## src/hw/rtl/i2cs_pkg.sv

```systemverilog
// i2cs_pkg: shared types and constants of the i2c master transaction sequencer
// request and result payload structs, command, phase and status codes
// no dependencies
`default_nettype none

package i2cs_pkg;

    // payload store geometry
    localparam int unsigned PAYLOAD_DEPTH = 256;
    localparam int unsigned PAYLOAD_AW    = (PAYLOAD_DEPTH > 1) ? $clog2(PAYLOAD_DEPTH) : 1;

    // timeout register
    localparam int unsigned    TIMEOUT_W     = 17;
    localparam logic [16:0]    TIMEOUT_RESET = 17'd100000;
    localparam logic [16:0]    TICK_MAX      = 17'h1FFFF;

    // request commands
    typedef enum logic [3:0] {
        CMD_START_WRITE = 4'd0,
        CMD_START_READ  = 4'd1,
        CMD_READ_PTR1   = 4'd2,
        CMD_READ_PTR2   = 4'd3,
        CMD_TX_READY    = 4'd4,
        CMD_RX_BYTE     = 4'd5,
        CMD_NACK        = 4'd6,
        CMD_LOAD        = 4'd7,
        CMD_TICK        = 4'd8
    } t_cmd;

    // transaction phases
    typedef enum logic [3:0] {
        PH_IDLE          = 4'd0,
        PH_W_START       = 4'd1,
        PH_W_PTR         = 4'd2,
        PH_W_DATA        = 4'd3,
        PH_R_START_PLAIN = 4'd4,
        PH_R_START_P1    = 4'd5,
        PH_R_START_P2    = 4'd6,
        PH_R_PTR_HI      = 4'd7,
        PH_R_PTR_DONE    = 4'd8,
        PH_R_DATA        = 4'd9
    } t_phase;

    // transaction status
    typedef enum logic [2:0] {
        ST_IDLE       = 3'd0,
        ST_BUSY       = 3'd1,
        ST_SUCCESS    = 3'd2,
        ST_ADDR_NACK  = 3'd3,
        ST_RADDR_NACK = 3'd4,
        ST_TIMEOUT    = 3'd5
    } t_status;

    // one request item
    typedef struct packed {
        logic [3:0] cmd;
        logic [6:0] slave_addr;
        logic [7:0] transfer_length;
        logic [7:0] pointer_first;
        logic [7:0] pointer_second;
        logic [7:0] bus_byte;
        logic [7:0] payload_index;
    } t_in_item;

    // one result item
    typedef struct packed {
        logic       tx_valid;
        logic [7:0] tx_byte;
        logic       start_req;
        logic       start_read;
        logic [6:0] bus_address;
        logic       stop_req;
        logic       rx_valid;
        logic [7:0] rx_index;
        logic [7:0] rx_byte;
        logic [2:0] status;
    } t_out_item;

endpackage

`default_nettype wire

```

## src/hw/rtl/i2cs_if.sv

```systemverilog
// i2cs_if: valid/ready channel interfaces for requests and results
// depends on i2cs_pkg for the payload structs
`default_nettype none

// request channel
interface i2cs_in_if;
    logic               valid;
    logic               ready;
    i2cs_pkg::t_in_item data;

    modport source (output valid, output data, input ready);
    modport sink   (input valid, input data, output ready);
endinterface

// result channel
interface i2cs_out_if;
    logic                valid;
    logic                ready;
    i2cs_pkg::t_out_item data;

    modport source (output valid, output data, input ready);
    modport sink   (input valid, input data, output ready);
endinterface

`default_nettype wire

```

## src/hw/rtl/i2c_master_transaction_sequencer.sv

```systemverilog
// i2c_master_transaction_sequencer: top level of the i2c transaction sequencer
// depends on i2cs_pkg, i2cs_if (i2cs_in_if, i2cs_out_if) and i2cs_ram
//
// Usage:
//   i_in carries one request per accepted item: a start command, a bus event
//   from the byte-level controller (transmit ready, received byte, nack, tick)
//   or a payload load. o_out gives exactly one result per request: byte to
//   send, start/stop requests, received byte with its index, and the status.
//   i_cfg_we/i_cfg_wdata write timeout_limit; write it only while idle.
//   Each result is registered in the first stage, then in the output register.
//   Throughput: one request per cycle while o_out is not stalled; the payload
//   store read for a transmitted byte is issued at the accept edge and its
//   registered data is merged in the second stage.
//   Reset (synchronous, active low): phase and status idle, counters and
//   pointers zero, timeout_limit 100000, both pipeline stages empty. The
//   payload store is not cleared; load every position before it is sent.
//   When the receiver stalls, the result waits in the output register, the
//   first stage still takes one more request, and i_in.ready then drops
//   until the output register drains.
`default_nettype none

module i2c_master_transaction_sequencer (
    input  wire logic        i_clk,
    input  wire logic        i_rst_n,
    input  wire logic        i_cfg_we,
    input  wire logic [16:0] i_cfg_wdata,
    i2cs_in_if.sink          i_in,
    i2cs_out_if.source       o_out
);

    // architectural state
    i2cs_pkg::t_phase  r_phase,   n_phase;
    i2cs_pkg::t_status r_status,  n_status;
    logic [6:0]        r_target,  n_target;
    logic [7:0]        r_total,   n_total;
    logic [7:0]        r_ptr_hi,  n_ptr_hi;
    logic [7:0]        r_ptr_lo,  n_ptr_lo;
    logic [7:0]        r_bytes,   n_bytes;
    logic [16:0]       r_tick,    n_tick;
    logic [16:0]       r_limit;

    // pipeline stages
    logic                r_s1_vld;
    i2cs_pkg::t_out_item r_s1_item, n_s1_item;
    logic                r_s1_ram,  n_s1_ram;
    logic                r_out_vld;
    i2cs_pkg::t_out_item r_out_item;

    // handshake and store access
    logic                              accept;
    logic                              s1_adv;
    logic                              ram_we;
    logic [i2cs_pkg::PAYLOAD_AW-1:0]   ram_waddr;
    logic [i2cs_pkg::PAYLOAD_AW-1:0]   ram_raddr;
    logic [7:0]                        ram_rdata;
    logic [7:0]                        send_pos;
    logic [7:0]                        send_next;
    logic [8:0]                        rx_next;
    i2cs_pkg::t_out_item               s1_merged;

    assign s1_adv      = r_s1_vld && (!r_out_vld || o_out.ready);
    assign i_in.ready  = !r_s1_vld || s1_adv;
    assign accept      = i_in.valid && i_in.ready;

    // payload send position: first byte after the pointer, else running count
    assign send_pos  = (r_phase == i2cs_pkg::PH_W_PTR) ? 8'd0 : r_bytes;
    assign send_next = send_pos + 8'd1;
    assign rx_next   = {1'b0, r_bytes} + 9'd1;
    assign ram_raddr = send_pos[i2cs_pkg::PAYLOAD_AW-1:0];
    assign ram_waddr = i_in.data.payload_index[i2cs_pkg::PAYLOAD_AW-1:0];

    // payload store
    i2cs_ram #(
        .WIDTH (8),
        .DEPTH (i2cs_pkg::PAYLOAD_DEPTH)
    ) u_payload (
        .i_clk   (i_clk),
        .i_we    (ram_we),
        .i_waddr (ram_waddr),
        .i_wdata (i_in.data.bus_byte),
        .i_re    (accept),
        .i_raddr (ram_raddr),
        .o_rdata (ram_rdata)
    );

    // next state and result of one request
    always_comb begin
        n_phase   = r_phase;
        n_status  = r_status;
        n_target  = r_target;
        n_total   = r_total;
        n_ptr_hi  = r_ptr_hi;
        n_ptr_lo  = r_ptr_lo;
        n_bytes   = r_bytes;
        n_tick    = r_tick;
        n_s1_item = '0;
        n_s1_ram  = 1'b0;
        ram_we    = 1'b0;

        case (i2cs_pkg::t_cmd'(i_in.data.cmd))
            i2cs_pkg::CMD_START_WRITE,
            i2cs_pkg::CMD_START_READ,
            i2cs_pkg::CMD_READ_PTR1,
            i2cs_pkg::CMD_READ_PTR2: begin
                n_target = i_in.data.slave_addr;
                n_total  = i_in.data.transfer_length;
                n_ptr_hi = i_in.data.pointer_first;
                n_ptr_lo = i_in.data.pointer_second;
                n_bytes  = 8'd0;
                n_tick   = '0;
                n_status = i2cs_pkg::ST_BUSY;
                case (i2cs_pkg::t_cmd'(i_in.data.cmd))
                    i2cs_pkg::CMD_START_WRITE: n_phase = i2cs_pkg::PH_W_START;
                    i2cs_pkg::CMD_START_READ:  n_phase = i2cs_pkg::PH_R_START_PLAIN;
                    i2cs_pkg::CMD_READ_PTR1:   n_phase = i2cs_pkg::PH_R_START_P1;
                    default:                   n_phase = i2cs_pkg::PH_R_START_P2;
                endcase
                n_s1_item.start_req   = 1'b1;
                n_s1_item.bus_address = i_in.data.slave_addr;
            end
            i2cs_pkg::CMD_TX_READY: begin
                case (r_phase)
                    i2cs_pkg::PH_W_START: begin
                        n_s1_item.tx_valid = 1'b1;
                        n_s1_item.tx_byte  = r_ptr_hi;
                        n_phase            = i2cs_pkg::PH_W_PTR;
                    end
                    i2cs_pkg::PH_W_PTR,
                    i2cs_pkg::PH_W_DATA: begin
                        if (r_phase == i2cs_pkg::PH_W_PTR && r_total == 8'd0) begin
                            // zero-length write ends after the pointer
                            n_bytes            = 8'd0;
                            n_s1_item.stop_req = 1'b1;
                            n_status           = i2cs_pkg::ST_SUCCESS;
                            n_phase            = i2cs_pkg::PH_IDLE;
                        end else begin
                            n_s1_item.tx_valid = 1'b1;
                            n_s1_ram = ({1'b0, send_pos} < 9'(i2cs_pkg::PAYLOAD_DEPTH));
                            n_bytes  = send_next;
                            if (send_next == r_total) begin
                                n_s1_item.stop_req = 1'b1;
                                n_status           = i2cs_pkg::ST_SUCCESS;
                                n_phase            = i2cs_pkg::PH_IDLE;
                            end else begin
                                n_phase = i2cs_pkg::PH_W_DATA;
                            end
                        end
                    end
                    i2cs_pkg::PH_R_START_PLAIN,
                    i2cs_pkg::PH_R_PTR_DONE: begin
                        // repeated start in read mode
                        n_s1_item.start_req   = 1'b1;
                        n_s1_item.start_read  = 1'b1;
                        n_s1_item.bus_address = r_target;
                        n_bytes               = 8'd0;
                        if (r_total == 8'd0) begin
                            n_s1_item.stop_req = 1'b1;
                            n_status           = i2cs_pkg::ST_SUCCESS;
                            n_phase            = i2cs_pkg::PH_IDLE;
                        end else begin
                            n_phase = i2cs_pkg::PH_R_DATA;
                        end
                    end
                    i2cs_pkg::PH_R_START_P1: begin
                        n_s1_item.tx_valid = 1'b1;
                        n_s1_item.tx_byte  = r_ptr_hi;
                        n_phase            = i2cs_pkg::PH_R_PTR_DONE;
                    end
                    i2cs_pkg::PH_R_START_P2: begin
                        n_s1_item.tx_valid = 1'b1;
                        n_s1_item.tx_byte  = r_ptr_hi;
                        n_phase            = i2cs_pkg::PH_R_PTR_HI;
                    end
                    i2cs_pkg::PH_R_PTR_HI: begin
                        n_s1_item.tx_valid = 1'b1;
                        n_s1_item.tx_byte  = r_ptr_lo;
                        n_phase            = i2cs_pkg::PH_R_PTR_DONE;
                    end
                    default: begin
                    end
                endcase
            end
            i2cs_pkg::CMD_RX_BYTE: begin
                if (r_phase == i2cs_pkg::PH_R_DATA) begin
                    n_s1_item.stop_req = (rx_next == {1'b0, r_total});
                    n_s1_item.rx_valid = 1'b1;
                    n_s1_item.rx_index = r_bytes;
                    n_s1_item.rx_byte  = i_in.data.bus_byte;
                    n_bytes            = rx_next[7:0];
                    if (rx_next[7:0] == r_total) begin
                        n_status = i2cs_pkg::ST_SUCCESS;
                        n_phase  = i2cs_pkg::PH_IDLE;
                    end
                end
            end
            i2cs_pkg::CMD_NACK: begin
                n_s1_item.stop_req = 1'b1;
                if (r_phase == i2cs_pkg::PH_W_START || r_phase == i2cs_pkg::PH_R_START_PLAIN ||
                    r_phase == i2cs_pkg::PH_R_START_P1 || r_phase == i2cs_pkg::PH_R_START_P2) begin
                    n_status = i2cs_pkg::ST_ADDR_NACK;
                    n_phase  = i2cs_pkg::PH_IDLE;
                end else if (r_phase == i2cs_pkg::PH_R_DATA && r_bytes == 8'd0) begin
                    n_status = i2cs_pkg::ST_RADDR_NACK;
                    n_phase  = i2cs_pkg::PH_IDLE;
                end
            end
            i2cs_pkg::CMD_LOAD: begin
                ram_we = accept &&
                         ({1'b0, i_in.data.payload_index} < 9'(i2cs_pkg::PAYLOAD_DEPTH));
            end
            i2cs_pkg::CMD_TICK: begin
                if (r_phase != i2cs_pkg::PH_IDLE) begin
                    if (r_tick < i2cs_pkg::TICK_MAX) begin
                        n_tick = r_tick + 17'd1;
                    end
                    if (n_tick >= r_limit) begin
                        n_status = i2cs_pkg::ST_TIMEOUT;
                        n_phase  = i2cs_pkg::PH_IDLE;
                    end
                end
            end
            default: begin
            end
        endcase

        n_s1_item.status = n_status;
    end

    // state registers
    always_ff @(posedge i_clk) begin
        if (!i_rst_n) begin
            r_phase  <= i2cs_pkg::PH_IDLE;
            r_status <= i2cs_pkg::ST_IDLE;
            r_target <= '0;
            r_total  <= '0;
            r_ptr_hi <= '0;
            r_ptr_lo <= '0;
            r_bytes  <= '0;
            r_tick   <= '0;
        end else if (accept) begin
            r_phase  <= n_phase;
            r_status <= n_status;
            r_target <= n_target;
            r_total  <= n_total;
            r_ptr_hi <= n_ptr_hi;
            r_ptr_lo <= n_ptr_lo;
            r_bytes  <= n_bytes;
            r_tick   <= n_tick;
        end
    end

    // timeout limit register
    always_ff @(posedge i_clk) begin
        if (!i_rst_n) begin
            r_limit <= i2cs_pkg::TIMEOUT_RESET;
        end else if (i_cfg_we) begin
            r_limit <= i_cfg_wdata;
        end
    end

    // first stage: result fields waiting on the store read
    always_ff @(posedge i_clk) begin
        if (!i_rst_n) begin
            r_s1_vld <= 1'b0;
        end else if (accept) begin
            r_s1_vld <= 1'b1;
        end else if (s1_adv) begin
            r_s1_vld <= 1'b0;
        end
    end

    always_ff @(posedge i_clk) begin
        if (accept) begin
            r_s1_item <= n_s1_item;
            r_s1_ram  <= n_s1_ram;
        end
    end

    // merge the payload byte
    always_comb begin
        s1_merged = r_s1_item;
        if (r_s1_ram) begin
            s1_merged.tx_byte = ram_rdata;
        end
    end

    // output register
    always_ff @(posedge i_clk) begin
        if (!i_rst_n) begin
            r_out_vld <= 1'b0;
        end else if (s1_adv) begin
            r_out_vld <= 1'b1;
        end else if (o_out.ready) begin
            r_out_vld <= 1'b0;
        end
    end

    always_ff @(posedge i_clk) begin
        if (s1_adv) begin
            r_out_item <= s1_merged;
        end
    end

    assign o_out.valid = r_out_vld;
    assign o_out.data  = r_out_item;

endmodule

`default_nettype wire

```

## src/hw/rtl/i2cs_ram.sv

```systemverilog
// i2cs_ram: generic single-clock ram, one write and one read port
// registered read data, no reset on contents; no dependencies
`default_nettype none

module i2cs_ram #(
    parameter int unsigned WIDTH = 8,
    parameter int unsigned DEPTH = 256,
    parameter int unsigned AW    = (DEPTH > 1) ? $clog2(DEPTH) : 1
) (
    input  wire logic             i_clk,
    input  wire logic             i_we,
    input  wire logic [AW-1:0]    i_waddr,
    input  wire logic [WIDTH-1:0] i_wdata,
    input  wire logic             i_re,
    input  wire logic [AW-1:0]    i_raddr,
    output logic      [WIDTH-1:0] o_rdata
);

    logic [WIDTH-1:0] r_mem [DEPTH];
    logic [WIDTH-1:0] r_rdata;

    // write port
    always_ff @(posedge i_clk) begin
        if (i_we) begin
            r_mem[i_waddr] <= i_wdata;
        end
    end

    // read port, data held until the next read
    always_ff @(posedge i_clk) begin
        if (i_re) begin
            r_rdata <= r_mem[i_raddr];
        end
    end

    assign o_rdata = r_rdata;

endmodule

`default_nettype wire

```

## src/flat_wrapper.sv

```systemverilog
// flat-port wrapper written by rule: the top's interface ports become plain ports
module i2c_master_transaction_sequencer_flat 
  (i_clk, i_rst_n, i_cfg_we, i_cfg_wdata, i_in_valid, i_in_data, i_in_ready, o_out_valid, o_out_data, o_out_ready);
  i2cs_in_if i_in_i ();
  i2cs_out_if o_out_i ();
  input  wire logic i_clk;
  input  wire logic i_rst_n;
  input  wire logic i_cfg_we;
  input  wire logic [16:0] i_cfg_wdata;
  input wire logic [$bits(i_in_i.valid)-1:0] i_in_valid;
  input wire logic [$bits(i_in_i.data)-1:0] i_in_data;
  output wire logic [$bits(i_in_i.ready)-1:0] i_in_ready;
  output wire logic [$bits(o_out_i.valid)-1:0] o_out_valid;
  output wire logic [$bits(o_out_i.data)-1:0] o_out_data;
  input wire logic [$bits(o_out_i.ready)-1:0] o_out_ready;
  assign i_in_i.valid = i_in_valid;
  assign i_in_i.data = i_in_data;
  assign i_in_ready = i_in_i.ready;
  assign o_out_valid = o_out_i.valid;
  assign o_out_data = o_out_i.data;
  assign o_out_i.ready = o_out_ready;
  i2c_master_transaction_sequencer u_core (.i_clk(i_clk), .i_rst_n(i_rst_n), .i_cfg_we(i_cfg_we), .i_cfg_wdata(i_cfg_wdata), .i_in(i_in_i), .o_out(o_out_i));
endmodule
```

## config.mk

```make
export PLATFORM = sky130hd
export DESIGN_NAME = i2c_master_transaction_sequencer_flat
export DESIGN_NICKNAME = d
export VERILOG_FILES = /design/src/hw/rtl/i2cs_pkg.sv /design/src/hw/rtl/i2cs_if.sv /design/src/hw/rtl/i2c_master_transaction_sequencer.sv /design/src/hw/rtl/i2cs_ram.sv /design/src/flat_wrapper.sv
export SDC_FILE = /design/constraint.sdc
export NUM_CORES = 2
export LEC_CHECK = 0
export BUFFER_PORTS_ARGS = -buffer_cell sky130_fd_sc_hd__buf_2
export CAP_MARGIN = 5
export CORE_ASPECT_RATIO = 1.75
export CORE_MARGIN = 4
export CORE_UTILIZATION = 28
export CTS_CLUSTER_DIAMETER = 30
export DETAILED_ROUTE_END_ITERATION = 8
export PLACE_DENSITY_LB_ADDON = 0.15
export SLEW_MARGIN = 20
export SYNTH_ARGS = -nofsm -noshare
export SYNTH_HDL_FRONTEND = slang
export SYNTH_HIERARCHICAL = 1
export SYNTH_SLANG_ARGS = --single-unit
export TNS_END_PERCENT = 50
```

## constraint.sdc

```tcl
create_clock -name i_clk -period 5.02 [get_ports i_clk]
set_input_delay 0.251 -clock i_clk [delete_from_list [all_inputs] [get_ports i_clk]]
set_output_delay 0.251 -clock i_clk [all_outputs]
set_load 0.05 [all_outputs]
```

; After elaboration in Yosys (flattened, before gate mapping)
; Memory sizes are Yosys's and may differ from the RTL's. A register that Yosys moved wholly into a read port is not among the register bits.
; Index checks and enable logic that the tools add are counted.
[word_totals]
register_bits = 161
mem_bits_rw = 2048
input_bits = 73
n_memories = 1
[classes]
n_addsub = 3
n_lt_le_gt_ge = 2
eq_ne = 27
n_mux = 53
n_reduce_logical = 32
[memory_table]
columns = name, words, width, rd, rd_ports_with_merged_regs, wr, line_no
row1 = u_core.u_payload.r_mem, 256, 8, 1, 1, 1, i2cs_ram.sv:19  ; logic [WIDTH-1:0] r_mem [DEPTH];
[op_table]
columns = op, count
row1 = 2-to-1 mux 17 bit, 4
row2 = one-hot mux 4 bit (5 select lines), 2
row3 = one-hot mux 17 bit (2 select lines), 1
row4 = equality test 4 x 3 -> 1 bit (second input constant), 8
row5 = 2-to-1 mux 8 bit, 4
row6 = one-hot mux 8 bit (2 select lines), 2
row7 = 2-to-1 mux 4 bit, 7
row8 = 2-to-1 mux 3 bit, 9
row9 = one-hot mux 8 bit (3 select lines), 1
row10 = 2-to-1 mux 18 bit, 1
row11 = adder 17 x 1 -> 17 bit (second input constant), 1
row12 = greater-or-equal comparator 17 bit, 1
row13 = < comparator 17 bit (second input constant), 1
row14 = equality test 4 x 2 -> 1 bit (second input constant), 4
row15 = equality test 8 bit, 2
row16 = zero test 8 bit, 2
row17 = one-hot mux 3 bit (5 select lines), 1
row18 = one-hot mux 7 bit (2 select lines), 1
row19 = equality test 4 bit (second input constant), 3
row20 = 2-to-1 mux 1 bit, 11
row21 = adder 8 x 1 -> 9 bit (second input constant), 1
row22 = equality test 9 x 8 -> 1 bit, 1
row23 = 2-to-1 mux 9 bit, 1
row24 = one-hot mux 3 bit (3 select lines), 1
row25 = 25 further kinds, 47

; Logic depth before layout (Yosys ltp)
[logic_depth]
ltp_word = 8
ltp_mapped = 17

; By module
; The synthesis kept the hierarchy.
[modules_own_cells]
columns = module, n_inst, cells_each, area_each_um2
row1 = i2cs_ram, 1, 3733, 79636.4
row2 = i2c_master_transaction_sequencer, 1, 866, 8107.8

; Worst setup path before layout
; OpenSTA, ideal clock, no wires.
[synth_timing]
path_type = flip-flop to flip-flop
start = reg u_core.r_tick[7]
end = reg u_core/r_s1_item[1] (netlist bit), data pin
setup_time_ps = 254
t_arrival_ps = 3574
t_required_ps = 4766
slack_ps = 1192
path_stages_with_launch = 16
path_buffers = 1
synth_period_minus_slack_ps = 3828
cell_sequence = dfxtp_1 buf_2 and3_1 nand4_1 o41ai_1 nor3_1 and3_1 nand3_1 xnor2_1 ha_1 nand4_1 or3b_1 nand4_1 o21ai_0 a221o_1 o21a_1
[synth_rtl]
columns = element, line_no
row1 = from (decl), i2c_master_transaction_sequencer.sv:39  ; logic [16:0] r_tick, n_tick;
row2 = from (signal assigned), i2c_master_transaction_sequencer.sv:248  ; r_tick <= n_tick;
row3 = to (signal assigned), i2c_master_transaction_sequencer.sv:274  ; r_s1_item <= n_s1_item;
row4 = to (decl), i2c_master_transaction_sequencer.sv:44  ; i2cs_pkg::t_out_item r_s1_item, n_s1_item;

; Worst setup path in the final report
[layout_timing]
start = reg u_core.r_bytes[0]
end = reg u_core.u_payload.r_rdata[6], in the netlist u_core/u_payload/o_rdata[6] (read register of u_core.u_payload.r_mem), data pin
[layout_between]
elab_chain_len = 1
[layout_lines]
columns = element, line_no
row1 = from (decl), i2c_master_transaction_sequencer.sv:38  ; logic [7:0] r_bytes, n_bytes;
row2 = from (signal assigned), i2c_master_transaction_sequencer.sv:247  ; r_bytes <= n_bytes;
row3 = 2-to-1 mux 8 bit, i2c_master_transaction_sequencer.sv:66  ; assign send_pos = (r_phase == i2cs_pkg::PH_W_PTR) ? 8'd0 : r_bytes;
row4 = "named net u_core.ram_raddr, one bit", i2c_master_transaction_sequencer.sv:54  ; logic [i2cs_pkg::PAYLOAD_AW-1:0] ram_raddr;
row5 = to (decl), i2cs_ram.sv:20  ; logic [WIDTH-1:0] r_rdata;
; The timed path passes the listed nets, and every way through them passes these cells.
; A chain may end at the register's enable or synchronous reset.

==> results.toml <==
[status]
status = "finished, final reports clean"

[place]
dp.final_hpwl_um = 171000
dp_cells = 8845
place_area_um2 = 94700
portBuffers = 113
gp_congestion = 0.811

[timing]
rsz0062_at_grt = "no"
fmaxAchievable_ghz = 0.212
setup_viol = 0
fin_setup_tns_ns = 0
finalHoldViolCount = 0
slew_viol_final = 0
finalClockSkew_ns = 0.0424
hold_ws_ns = 0.0915
tightestPinTransition_ns = 1.28
finalCritPeriodShare_pct = 93.9
maxSlewHeadroom_pct = 14.5
finalCriticalPeriod_ns = 4.72

[setup_path]
r2r_start = "u_core/r_bytes[0]"
cp.required_ns = 5.60
cp_slowest_cell = "nor4_1"
start_kind = "register"
critical_path_class = "register to register"
crit_family = "buffers and inverters"
worstPathArrival_ns = 5.30
worstSetupPathDepth = 10
path_buf_inv = 4
cpMostUsedCell = "buf_4"
crit_path_cell_trace = "inv_2 > nor2_4 > buf_12 > buf_4 > mux4_2 > o311ai_0 > o22ai_1 > nor4_1 > buf_4 > nor4_2"
cp_max_fo = 80
critPathMaxStageDelay_ns = 0.72
cp-end-kind = "register"
worstSetupStartpoint = "u_core/r_bytes[0]"
r2r_cells = 10

[detailed_routing]
dr.max_layer_used = "met5"
ant_nets = 0
drcViolationCount = 0
drt_pass1_iterations = 5
dr_wl_met3_um = 9570
routed_wl_um = 267000
viasPerCell = 4.87
drtIter0Drc = 3151
wl_met2_um = 149000
wl_met1_um = 99400
route.vias.total = 46600
routedWlPerCell_um = 27.9

[cts]
cts_setup_buffers = 0
cts.htree.levels = 5
worst_skew_pair.late_latency_ns = 0.89
cts_tree = "yes"
numCtsBuffers = 345
root_buffer = "clkbuf_16"
clock_path_buffers = 4
clk_pin_slew_ns = 0.06
cts.sinks = 2217

[final_layout]
nets = 5290
drive_gt1_share_pct = 28.2
finalNonFillerCells = 9577
nFillCells = 29300
final_area_um2 = 107000
final_common_cell = "edfxtp_1"
final_cell_mix = "2,135 x edfxtp_1, 454 x mux4_2, 350 x clkbuf_16, 342 x nor2_1, 299 x buf_4"
syn2layout_area_growth_pct = 22.4
seq_area_um2 = 65800
multiInputGateArea_um2 = 20400

[synth]
synth_nets = 4693
synth_area_um2 = 87700
synth_cell_type_count = 91
syn_avg_cell_area_um2 = 19.1
async_flop_share_pct = 0
ys_seq_area_share_pct = 74.9
synth_compound_area_share_pct = 4.59
ys.warnings.count = 6
synth_top_family_by_area = "multiplexers"
synthAdderAreaFrac_pct = 0.299
synth_top_cell_area_share_pct = 73.1
synthMuxAreaShare_pct = 13.5
synth_area_leader_cell = "edfxtp_1"
synthCells = 4599
synthXorXnorAreaFrac_pct = 0.289
yosys.area_share.simple_pct = 4.34
synthTopCellsByArea = "edfxtp_1 73%, mux4_2 12%, dfxtp_1 1.9%, mux2i_1 1.7%, nor2_1 1.5%"
synthFlopType = "edfxtp_1"
synth-edff-count = 2135
synth_seq_cells = 2217

[global_route]
grt-ovfl-total = 0
grt_pass1_vias = 49700
antenna_found_initial = 11
track_usage_pct = 16.2
grt_pass1_wl_um = 377000
grt_max_degree = 166

[floorplan]
start_util_pct = 28.2
dieArea_um2 = 323000
core_area_um2 = 312000
die_h_um = 749
ios = 114
die_x_um = 431
num_rows = 271

[min_path]
holdCritStartpoint = "i_in_data[0]"
hold-path-cell-count = 4
min_path_type = "input port to register"

[power]
p_leak_nw = 33.1
peakVddDrop_mv = 0.265
powerDensity_nw_per_um2 = 421

[flow_run]
drv_cap = 0
tightest hold or removal path, stage by stage:
cell and delay, ns:
buf_2 0.16, nand3_1 0.15, nor2_1 0.05, buf_4 0.18
cells by family after synthesis:
| family | count (synthesis) |
|---|---|
| and+or+nand+nor | 812 |
| adders and majority gates | 21 |
| DFF | 2217 |
| muxes | 611 |
| xor gates and xnor gates | 29 |
| buffers and inverters | 323 |
| AOI/OAI and AO/OA | 586 |
where the power goes:
| group | internal, W | total (W) | switching, W | leakage (nW) |
|---|---|---|---|---|
| clock network | 0.0147 | 0.0240 | 0.00928 | 5.58 |
| registers | 0.0203 | 0.0204 | 0.0000297 | 19.9 |
| logic | 0.000227 | 0.000866 | 0.000638 | 7.63 |
per-layer routing:
layer  global-route usage, %  up-vias
met3                    2.25      401
met4                    5.60        4
met1                    18.0    24900
li1                        -    20200
met2                    31.2     1156
met5                       0        -
path summary, 6_finish.rpt:
path / to / slack, ns
setup reg to reg: u_core/u_payload/o_rdata[6] / 0.30
setup / recovery: u_core/u_payload/o_rdata[6] / 0.30
hold / removal: u_core/u_payload/r_mem[163][6] / 0.09
hold reg to reg: u_core/o_out.data[4] / 0.41
sequential cells by signal, indices dropped and copies added, names as in the netlist:
name	cells
u_core/r_limit	17
u_core/r_ptr_lo	8
u_core/r_s1_vld	1
u_core/u_payload/o_rdata	8
u_core/r_target	7
u_core/r_s1_item	39
u_core/r_status	3
u_core/r_phase	4
u_core/r_bytes	8
u_core/r_ptr_hi	8
u_core/o_out.valid	1
u_core/r_tick	17
u_core/r_total	8
u_core/r_s1_ram	1
u_core/u_payload/r_mem	2048
u_core/o_out.data	39
cells in the mapped netlist, types with 10 or more instances:
master / count
and3_1: 12
ha_1: 21
o221ai_1: 46
nand4_1: 20
a22o_1: 17
mux2i_1: 146
nand3_1: 64
dfxtp_1: 82
o21ai_0: 36
a221oi_1: 16
clkbuf_1: 151
nand2b_1: 16
buf_8: 13
inv_1: 36
buf_4: 27
edfxtp_1: 2135
a22oi_1: 146
nor3_1: 41
xor2_1: 10
nor2b_1: 44
nor2_1: 349
and2_1: 28
a21oi_1: 166
o21ai_1: 14
buf_1: 26
nand2_1: 153
a211oi_1: 18
buf_6: 22
xnor2_1: 19
nor4_1: 34
a31oi_1: 12
buf_2: 38
mux4_2: 454
o22ai_1: 33
o211ai_1: 20
stage by stage:
step           power (W)  utilization, %  worst slack [ns]
2_1_floorplan     0.0210               -              1.19
3_3_place_gp      0.0215            30.4            0.0631
3_5_place_dp      0.0216            30.4             0.303
4_1_cts           0.0458            34.5             0.174
5_1_grt           0.0467            34.5            0.0565
6_report          0.0452            34.5             0.305
what timing repair did:
item                                    in CTS  in global routing
endpoints found under the setup margin       0                  2
hold buffers                                99                  0
resized for setup                            0                  4
hold endpoints to repair                   681                  0
area by class of cell:
class                           instances  share of cell area [%]
Antenna cell                            5                  0.0116
Clock buffer                          375                    8.27
Clock inverter                        253                    2.57
Inverter                               38                   0.133
Multi-Input combinational cell       2059                    19.0
Sequential cell                      2217                    61.2
Tap cell                             4095                    4.77
Timing Repair Buffer                  535                    4.06
No activity file was read; power rests on OpenSTA's default activity.
